## config.mk

```make
export PLATFORM = sky130hd
export DESIGN_NAME = stepper_command_controller
export DESIGN_NICKNAME = d
export VERILOG_FILES = /design/src/hw/rtl/stepcmd_pkg.sv /design/src/hw/rtl/stepper_command_controller.sv
export SDC_FILE = /design/constraint.sdc
export NUM_CORES = 1
export LEC_CHECK = 0
export BUFFER_PORTS_ARGS = -buffer_cell sky130_fd_sc_hd__buf_2
export CORE_UTILIZATION = 62
export DETAILED_ROUTE_END_ITERATION = 8
export GPL_TIMING_DRIVEN = 1
export PLACE_DENSITY = 0.84
export RECOVER_POWER = 25
export SLEW_MARGIN = 20
export SYNTH_ARGS = -nofsm -noshare
export SYNTH_HDL_FRONTEND = slang
export SYNTH_SLANG_ARGS = --single-unit
```

## constraint.sdc

```tcl
create_clock -name clk -period 9.2 [get_ports clk]
set_input_delay 1.38 -clock clk [delete_from_list [all_inputs] [get_ports clk]]
set_output_delay 1.38 -clock clk [all_outputs]
set_load 0.01 [all_outputs]
```

## src/hw/rtl/stepcmd_pkg.sv

```systemverilog
// Shared types, codes and constants for the stepper command controller.
// Depends on nothing; imported by stepper_command_controller.
package stepcmd_pkg;

    // Packet framing state: which byte of the five-byte packet comes next
    typedef enum logic [2:0] {
        FRAME_IDLE = 3'd0,
        FRAME_CMD  = 3'd1,
        FRAME_DHI  = 3'd2,
        FRAME_DLO  = 3'd3,
        FRAME_ESC  = 3'd4
    } frame_state_t;

    // Motion modes as reported on the result channel
    typedef enum logic [1:0] {
        MODE_OFF    = 2'd0,
        MODE_FWD    = 2'd1,
        MODE_REV    = 2'd2,
        MODE_SINGLE = 2'd3
    } motion_mode_t;

    // Stepper command codes; every other code is accepted and ignored
    localparam logic [7:0] CMD_STEP_FWD  = 8'd3;
    localparam logic [7:0] CMD_STEP_REV  = 8'd4;
    localparam logic [7:0] CMD_RUN_FWD   = 8'd5;
    localparam logic [7:0] CMD_RUN_REV   = 8'd6;
    localparam logic [7:0] CMD_STOP      = 8'd7;
    localparam logic [7:0] CMD_ZERO      = 8'd10;
    localparam logic [7:0] CMD_GOTO      = 8'd11;
    localparam logic [7:0] CMD_PRELOAD   = 8'd12;
    localparam logic [7:0] CMD_XY_START  = 8'd14;

    localparam logic [7:0]  START_BYTE   = 8'hFF;
    localparam logic [7:0]  ESCAPED_BYTE = 8'hFF;
    localparam logic [15:0] FULL_PERIOD  = 16'hFFFF;
    localparam logic [15:0] GOTO_PERIOD_RESET = 16'hFFFF - 16'hBD4C;

    // Encoder counts per half step: 0xFFFF/123*2*20/400 = 53
    localparam int unsigned STEPS_DIVISOR = 65535 / 123 * 2 * 20 / 400;
    // data / 53 == (data * 39569) >> 21 for every 16-bit data word
    localparam logic [15:0] DIV_RECIP = 16'd39569;
    localparam int unsigned DIV_SHIFT = 21;

    // Half-step coil patterns, A1,A2,B1,B2 in bits 0..3
    function automatic logic [3:0] half_step_coils(input logic [2:0] idx);
        logic [3:0] pat;
        case (idx)
            3'd0:    pat = 4'd1;
            3'd1:    pat = 4'd5;
            3'd2:    pat = 4'd4;
            3'd3:    pat = 4'd6;
            3'd4:    pat = 4'd2;
            3'd5:    pat = 4'd10;
            3'd6:    pat = 4'd8;
            3'd7:    pat = 4'd9;
            default: pat = 4'd1;
        endcase
        return pat;
    endfunction

    // Full-step coil patterns (A1, B1, A2, B2)
    function automatic logic [3:0] full_step_coils(input logic [1:0] idx);
        logic [3:0] pat;
        case (idx)
            2'd0:    pat = 4'd1;
            2'd1:    pat = 4'd4;
            2'd2:    pat = 4'd2;
            2'd3:    pat = 4'd8;
            default: pat = 4'd1;
        endcase
        return pat;
    endfunction

endpackage

```

## src/hw/rtl/stepper_command_controller.sv

```systemverilog
// Stepper command controller: packet decoder, motion state and coil sequencer.
// Depends on stepcmd_pkg for codes, constants and coil tables.
//
// Usage:
//   Input stream (s_axis_*): tuser 0 carries a received serial byte in tdata,
//   tuser 1 is a step timer tick (tdata ignored). Packets are five bytes:
//   start byte 255, command, data high, data low, escape flags.
//   Result stream (m_axis_*): one transaction per input transaction, giving
//   coil pattern, power flag, position, mode, step period and seek flag in
//   tdata; tlast is set when the input completed a packet.
//   Config port: goto_period_wr_en/goto_period_wr_data load the step period
//   used by the go-to-position command.
// Latency and throughput: the result is valid the cycle after the input
//   transaction; one input per cycle is taken as long as the result stream
//   keeps up. The state registers double as the result register, so the
//   path per cycle is one 16x16 reciprocal multiply and a position compare.
// Reset: position, target, framing and mode clear, step period is 65535,
//   go-to period is 17075, no result pending.
// Stall: while a result waits for m_axis_tready, s_axis_tready is low and all
//   but goto_period_reg holds; a result taken in the same cycle frees the slot.
module stepper_command_controller #(
    parameter int PHASE_COUNT = 8
) (
    input  logic        clk,
    input  logic        rst_n,
    // input stream
    input  logic        s_axis_tvalid,
    output logic        s_axis_tready,
    input  logic [7:0]  s_axis_tdata,   // [7:0] rx_byte
    input  logic        s_axis_tuser,   // [0] command (0 byte, 1 tick)
    // result stream
    output logic        m_axis_tvalid,
    input  logic        m_axis_tready,
    // [3:0] coil_pattern, [4] coils_powered, [20:5] position,
    // [22:21] step_mode, [38:23] step_period, [39] seeking
    output logic [39:0] m_axis_tdata,
    output logic        m_axis_tlast,   // packet_done
    // configuration
    input  logic        goto_period_wr_en,
    input  logic [15:0] goto_period_wr_data
);
    import stepcmd_pkg::*;

    localparam int PHASE_W = $clog2(PHASE_COUNT);
    localparam logic [PHASE_W-1:0] PHASE_LAST = PHASE_W'(PHASE_COUNT - 1);
    localparam logic [PHASE_W-1:0] PHASE_WRAP = PHASE_W'(65535 % PHASE_COUNT);

    // State registers
    frame_state_t       frame_reg, frame_next;
    logic [7:0]         cmd_reg, cmd_next;
    logic [7:0]         dhi_reg, dhi_next;
    logic [7:0]         dlo_reg, dlo_next;
    logic [15:0]        pos_reg, pos_next;
    logic [PHASE_W-1:0] phase_reg, phase_next;
    logic [15:0]        target_reg, target_next;
    motion_mode_t       mode_reg, mode_next;
    logic               seek_reg, seek_next;
    logic [15:0]        period_reg, period_next;
    logic [15:0]        goto_period_reg;
    logic               done_reg, done_next;
    logic               out_valid_reg, out_valid_next;

    logic        in_fire;
    logic        step_up, step_dn, step_zero;
    logic [15:0] data_word;
    logic [31:0] div_prod;
    logic [15:0] data_quot;
    logic [15:0] dir_target;
    logic [3:0]  coil_pattern;

    assign in_fire       = s_axis_tvalid && s_axis_tready;
    assign s_axis_tready = !out_valid_reg || m_axis_tready;

    // Build the data word with escape substitution
    always_comb
    begin
        data_word[15:8] = s_axis_tdata[1] ? ESCAPED_BYTE : dhi_reg;
        data_word[7:0]  = s_axis_tdata[0] ? ESCAPED_BYTE : dlo_reg;
    end

    // Divide data by the steps divisor through a reciprocal multiply
    assign div_prod  = 32'(data_word) * 32'(DIV_RECIP);
    assign data_quot = 16'(div_prod >> DIV_SHIFT);

    // Decode bytes, execute commands and run ticks
    always_comb
    begin
        frame_next  = frame_reg;
        cmd_next    = cmd_reg;
        dhi_next    = dhi_reg;
        dlo_next    = dlo_reg;
        target_next = target_reg;
        mode_next   = mode_reg;
        seek_next   = seek_reg;
        period_next = period_reg;
        done_next   = done_reg;
        step_up     = 1'b0;
        step_dn     = 1'b0;
        step_zero   = 1'b0;
        dir_target  = (cmd_reg == CMD_GOTO) ? data_quot : target_reg;

        if (in_fire)
        begin
            done_next = 1'b0;
            if (s_axis_tuser)
            begin
                step_up = (mode_reg == MODE_FWD);
                step_dn = (mode_reg == MODE_REV);
            end
            else
            begin
                case (frame_reg)
                    FRAME_IDLE:
                    begin
                        if (s_axis_tdata == START_BYTE)
                        begin
                            frame_next = FRAME_CMD;
                        end
                    end
                    FRAME_CMD:
                    begin
                        cmd_next   = s_axis_tdata;
                        frame_next = FRAME_DHI;
                    end
                    FRAME_DHI:
                    begin
                        dhi_next   = s_axis_tdata;
                        frame_next = FRAME_DLO;
                    end
                    FRAME_DLO:
                    begin
                        dlo_next   = s_axis_tdata;
                        frame_next = FRAME_ESC;
                    end
                    default:
                    begin
                        frame_next = FRAME_IDLE;
                        done_next  = 1'b1;
                        case (cmd_reg)
                            CMD_STEP_FWD:
                            begin
                                mode_next = MODE_SINGLE;
                                step_up   = 1'b1;
                            end
                            CMD_STEP_REV:
                            begin
                                mode_next = MODE_SINGLE;
                                step_dn   = 1'b1;
                            end
                            CMD_RUN_FWD:
                            begin
                                mode_next   = MODE_FWD;
                                period_next = FULL_PERIOD - data_word;
                            end
                            CMD_RUN_REV:
                            begin
                                mode_next   = MODE_REV;
                                period_next = FULL_PERIOD - data_word;
                            end
                            CMD_STOP:
                            begin
                                mode_next = MODE_OFF;
                            end
                            CMD_ZERO:
                            begin
                                mode_next = MODE_SINGLE;
                                step_zero = 1'b1;
                            end
                            CMD_GOTO, CMD_XY_START:
                            begin
                                if (cmd_reg == CMD_GOTO)
                                begin
                                    target_next = data_quot;
                                    period_next = goto_period_reg;
                                end
                                else
                                begin
                                    period_next = FULL_PERIOD - data_word;
                                end
                                seek_next = 1'b1;
                                // head toward target; keep mode if already there
                                if (pos_reg < dir_target)
                                begin
                                    mode_next = MODE_FWD;
                                end
                                else if (pos_reg > dir_target)
                                begin
                                    mode_next = MODE_REV;
                                end
                            end
                            CMD_PRELOAD:
                            begin
                                mode_next   = MODE_OFF;
                                seek_next   = 1'b0;
                                target_next = data_quot;
                            end
                            default:
                            begin
                                mode_next = mode_reg;
                            end
                        endcase
                    end
                endcase
            end
        end

        // Zero or advance position and its phase, wrapping modulo 65536
        pos_next   = pos_reg;
        phase_next = phase_reg;
        if (step_zero)
        begin
            pos_next   = '0;
            phase_next = '0;
        end
        else if (step_up)
        begin
            pos_next   = pos_reg + 16'd1;
            phase_next = (pos_reg == 16'hFFFF || phase_reg == PHASE_LAST)
                         ? '0 : phase_reg + PHASE_W'(1);
        end
        else if (step_dn)
        begin
            pos_next = pos_reg - 16'd1;
            if (pos_reg == 16'd0)
            begin
                phase_next = PHASE_WRAP;
            end
            else
            begin
                phase_next = (phase_reg == '0) ? PHASE_LAST : phase_reg - PHASE_W'(1);
            end
        end

        // End a seek when a tick lands on the target
        if (in_fire && s_axis_tuser && seek_reg && pos_next == target_reg)
        begin
            seek_next = 1'b0;
            mode_next = MODE_OFF;
        end

        // Hold a result until the sink takes it
        if (in_fire)
        begin
            out_valid_next = 1'b1;
        end
        else if (m_axis_tready)
        begin
            out_valid_next = 1'b0;
        end
        else
        begin
            out_valid_next = out_valid_reg;
        end
    end

    // State registers
    always_ff @(posedge clk or negedge rst_n)
    begin
        if (!rst_n)
        begin
            frame_reg       <= FRAME_IDLE;
            cmd_reg         <= '0;
            dhi_reg         <= '0;
            dlo_reg         <= '0;
            pos_reg         <= '0;
            phase_reg       <= '0;
            target_reg      <= '0;
            mode_reg        <= MODE_OFF;
            seek_reg        <= 1'b0;
            period_reg      <= FULL_PERIOD;
            goto_period_reg <= GOTO_PERIOD_RESET;
            done_reg        <= 1'b0;
            out_valid_reg   <= 1'b0;
        end
        else
        begin
            frame_reg     <= frame_next;
            cmd_reg       <= cmd_next;
            dhi_reg       <= dhi_next;
            dlo_reg       <= dlo_next;
            pos_reg       <= pos_next;
            phase_reg     <= phase_next;
            target_reg    <= target_next;
            mode_reg      <= mode_next;
            seek_reg      <= seek_next;
            period_reg    <= period_next;
            done_reg      <= done_next;
            out_valid_reg <= out_valid_next;
            if (goto_period_wr_en)
            begin
                goto_period_reg <= goto_period_wr_data;
            end
        end
    end

    // Look up the coil pattern for the current phase
    assign coil_pattern = (PHASE_COUNT == 4) ? full_step_coils(phase_reg[1:0])
                                             : half_step_coils(3'(phase_reg));

    // Pack the result transaction
    assign m_axis_tvalid = out_valid_reg;
    assign m_axis_tdata  = {seek_reg, period_reg, 2'(mode_reg),
                            pos_reg, (mode_reg != MODE_OFF), coil_pattern};
    assign m_axis_tlast  = done_reg;

    // Phase counter tracks the position modulo the phase count
    assert property (@(posedge clk) disable iff (!rst_n)
        (32'(pos_reg) % PHASE_COUNT) == 32'(phase_reg))
        else $error("phase counter out of step with position");

    // A stalled result freezes the motion state
    assert property (@(posedge clk) disable iff (!rst_n)
        m_axis_tvalid && !m_axis_tready |=> $stable(pos_reg) && $stable(mode_reg))
        else $error("state moved while result stalled");

    // A completed packet leaves the framer idle
    assert property (@(posedge clk) disable iff (!rst_n)
        m_axis_tvalid && done_reg |-> frame_reg == FRAME_IDLE)
        else $error("packet done with framer not idle");

    // Ending a seek always powers the coils down
    assert property (@(posedge clk) disable iff (!rst_n)
        $fell(seek_reg) |-> mode_reg == MODE_OFF)
        else $error("seek ended with motion still on");

endmodule
```

==> impl_metrics.toml <==
[yosys]
synth_area_um2 = 9519
postSynth.asyncResetShare_pct = 100.0
ys_seq_elements = 99
syn_nets = 1220
synth-main-ff-cell = "dfrtp_1"
synth_cell_types = 63
synth-edff-count = 0
synth_cells = 991
synth-warning-count = 0
syn_area_per_cell_um2 = 9.606
synth-seq-area-share_pct = 26.33

[power_and_ir_drop]
p_per_area_nw_per_um2 = 377.2
ir_drop_mv = 0.3017
leakagePower_nw = 5.406

[cells_and_area]
final_common_cell = "ha_1"
fill_cells = 1119
drive_gt1_share_pct = 19.28
antenna_cells = 0
final_cell_mix = "ha_1 (144), inv_1 (138), nor2_1 (79), dfrtp_1 (76), buf_2 (70)"
fin_nets = 1277
area_delta_synth_final_pct = 8.505
final_cells = 1237
multi_input_area_um2 = 6367
seq_area_um2 = 2506

[place]
globalplace.congestion = 0.9676
dp_hpwl_um = 17990
io_buffer_count = 72
placedCellCount = 1221

[global_routing]
grt_first_pass_wirelength_um = 37770
antenna_found_initial = 0
overflow = 0
grt_start_max_net_pins = 75
first_global_vias = 7586
grt_use_total_pct = 30.24

[floorplanning]
io_pins = 73
die_w_um = 125.9
dieArea_um2 = 15850
rows = 44
start_util_pct = 64.52
design.core.area_um2 = 14750
fp.dieH_um = 125.9

[run]
maxCapViolCount = 2

[clock_network]
cts_sinks = 99
cts_hold_buf = 0
clkTransAtPathRegs_ps = 70
htree_levels = 3
insertion_delay_ps = 350
cts_buffers = 9
cts_buffer_depth = 2
cts_root_buffer = "clkbuf_16"
cts_tree = "yes"

[detailed_routing]
viasPerCell = 6.091
via_count = 7534
ant_nets = 0
drtPass1Iterations = 5
drc = 0
post_drt_wl_per_cell_um = 18.65
first_iter_violations = 586
routed_wl_um = 23070

[timing]
finalHoldViolCount = 0
hold_ws_ps = 497.3
fmax_mhz = 114.5
maxSlewHeadroom_pct = -148.4
maxSlewViolCount = 75
period_needed_ps = 8734
fin_worst_skew_ps = 13.00
fin_setup_tns_ps = 0
setup-violations-final = 0
rsz0062_at_grt = "false"
fin_crit_sh_pct = 94.93
worst_slew_pin_slew_ps = 3726

[critical_path]
slowest_stage = "fa_1"
required_ps = 9490
r2r_end = "mode_reg[1]"
cp-end-kind = "flip-flop"
crit_type = "in2reg"
path_max_fanout = 21
worst-r2r-cell-count = 31
arrival_ps = 9030
max_stage_delay_ps = 550
r2r_slack_ps = 1280
crit_start = "s_axis_tdata[0]"
startpoint_type = "input pin"
critPathCapture = "mode_reg[1]"
r2r_start = "dlo_reg[4]"
crit_top_cell = "fa_1"

[run_status]
status = "complete, but fails checks"
violations = "max-capacitance violations, max-slew violations"

[min_path]
hold_class = "reg2reg"
## Yosys cell counts, drive strengths merged (3+ instances only)
cell / number / area [µm²]
a2111oi: 4 / 66.32
a211oi: 3 / 22.52
a21o: 15 / 112.6
a21oi: 60 / 300.3
a22oi: 4 / 30.03
a31oi: 3 / 18.77
and2: 6 / 37.54
and3: 6 / 37.54
and4: 3 / 26.28
buf: 7 / 43.79
clkbuf: 27 / 101.4
dfrtp: 76 / 1902
dfstp: 23 / 604.3
fa: 55 / 1101
ha: 144 / 1802
inv: 138 / 518.0
mux2: 52 / 585.6
mux2i: 15 / 150.1
nand2: 45 / 168.9
nand2b: 13 / 81.33
nand3: 16 / 80.08
nand3b: 4 / 30.03
nand4: 26 / 177.7
nor2: 82 / 307.8
nor2b: 15 / 93.84
nor3: 15 / 91.34
nor4: 4 / 40.04
o211ai: 3 / 22.52
o21a: 5 / 37.54
o21ai: 24 / 120.1
o22ai: 6 / 37.54
or2: 20 / 125.1
or3: 9 / 56.30
or4: 5 / 45.04
xnor2: 20 / 175.2
xor2: 13 / 113.9
## critical path, delay by kind of cell
family / cells / cell delay (ps)
AND/OR/NAND/NOR: 6 / 800
XOR/XNOR: 1 / 170
AO/OA/AOI/OAI: 11 / 2680
buffers and inverters: 5 / 400
multiplexers: 1 / 110
adder cells (fa/ha/maj): 8 / 3470
## logic make-up (layout without fill, tap and decap cells)
family / count (synthesis) / count (layout) / share of synthesized area, %
flip-flops: 99 / 99 / 26.33
multiplexers: 67 / 67 / 7.729
buffers and inverters: 172 / 234 / 6.966
AND/OR/NAND/NOR: 272 / 272 / 15.01
adder cells (fa/ha/maj): 199 / 199 / 30.49
AO/OA/AOI/OAI: 149 / 149 / 10.44
XOR/XNOR: 33 / 33 / 3.036
## metal layers
layer | global-route usage (%) | wire [µm]
met5 | 0 | 0
met4 | 13.11 | 741
met3 | 4.673 | 1344
met2 | 50.67 | 11300
met1 | 38.98 | 9683
## power by group
group	total [W]	internal, W	switching (W)	leakage (nW)
clock	0.000373	0.000196	0.000176	0.143
combinational	0.00298	0.00130	0.00167	4.02
sequential	0.000548	0.000483	0.0000643	1.24
total	0.00390	0.00198	0.00191	5.41
## metrics by stage
stage               total power, W  setup slack (ps)  area (µm²)  util [%]
detailed placement        0.003516             91.64       10040     68.03
global placement          0.003380             398.5       10040     68.03
finish                    0.003896             466.3       10330     70.01
CTS                       0.003948             441.2       10330     70.01
global route              0.004356             21.26       10330     70.01
floorplan                 0.002812             644.0        9519         -
## worst min-delay path by stage
stage                         end  slack [ps]  cells after the start          start
floorplan              dhi_reg[4]         470                      1     dhi_reg[4]
global placement     m_axis_tlast         470                      1   m_axis_tlast
detailed placement   m_axis_tlast         480                      1   m_axis_tlast
CTS                 period_reg[2]         500                      2  period_reg[2]
global route         m_axis_tlast         530                      1   m_axis_tlast
finish               m_axis_tlast         500                      1   m_axis_tlast
## repair_timing
action                     in CTS  in global routing
setup endpoints to repair       0                  2
setup buffers                   0                  0
gates resized for setup         0                  2
## area by class of cell
type                            instances  share of cell area [%]
Inverter                              138                   5.015
Tap cell                              184                   2.229
Multi-Input combinational cell        720                   61.65
Clock inverter                          6                  0.5209
Clock buffer                           10                   2.314
Timing Repair Buffer                   80                   4.010
Sequential cell                        99                   24.26
Power figures use the tool's default switching activity.
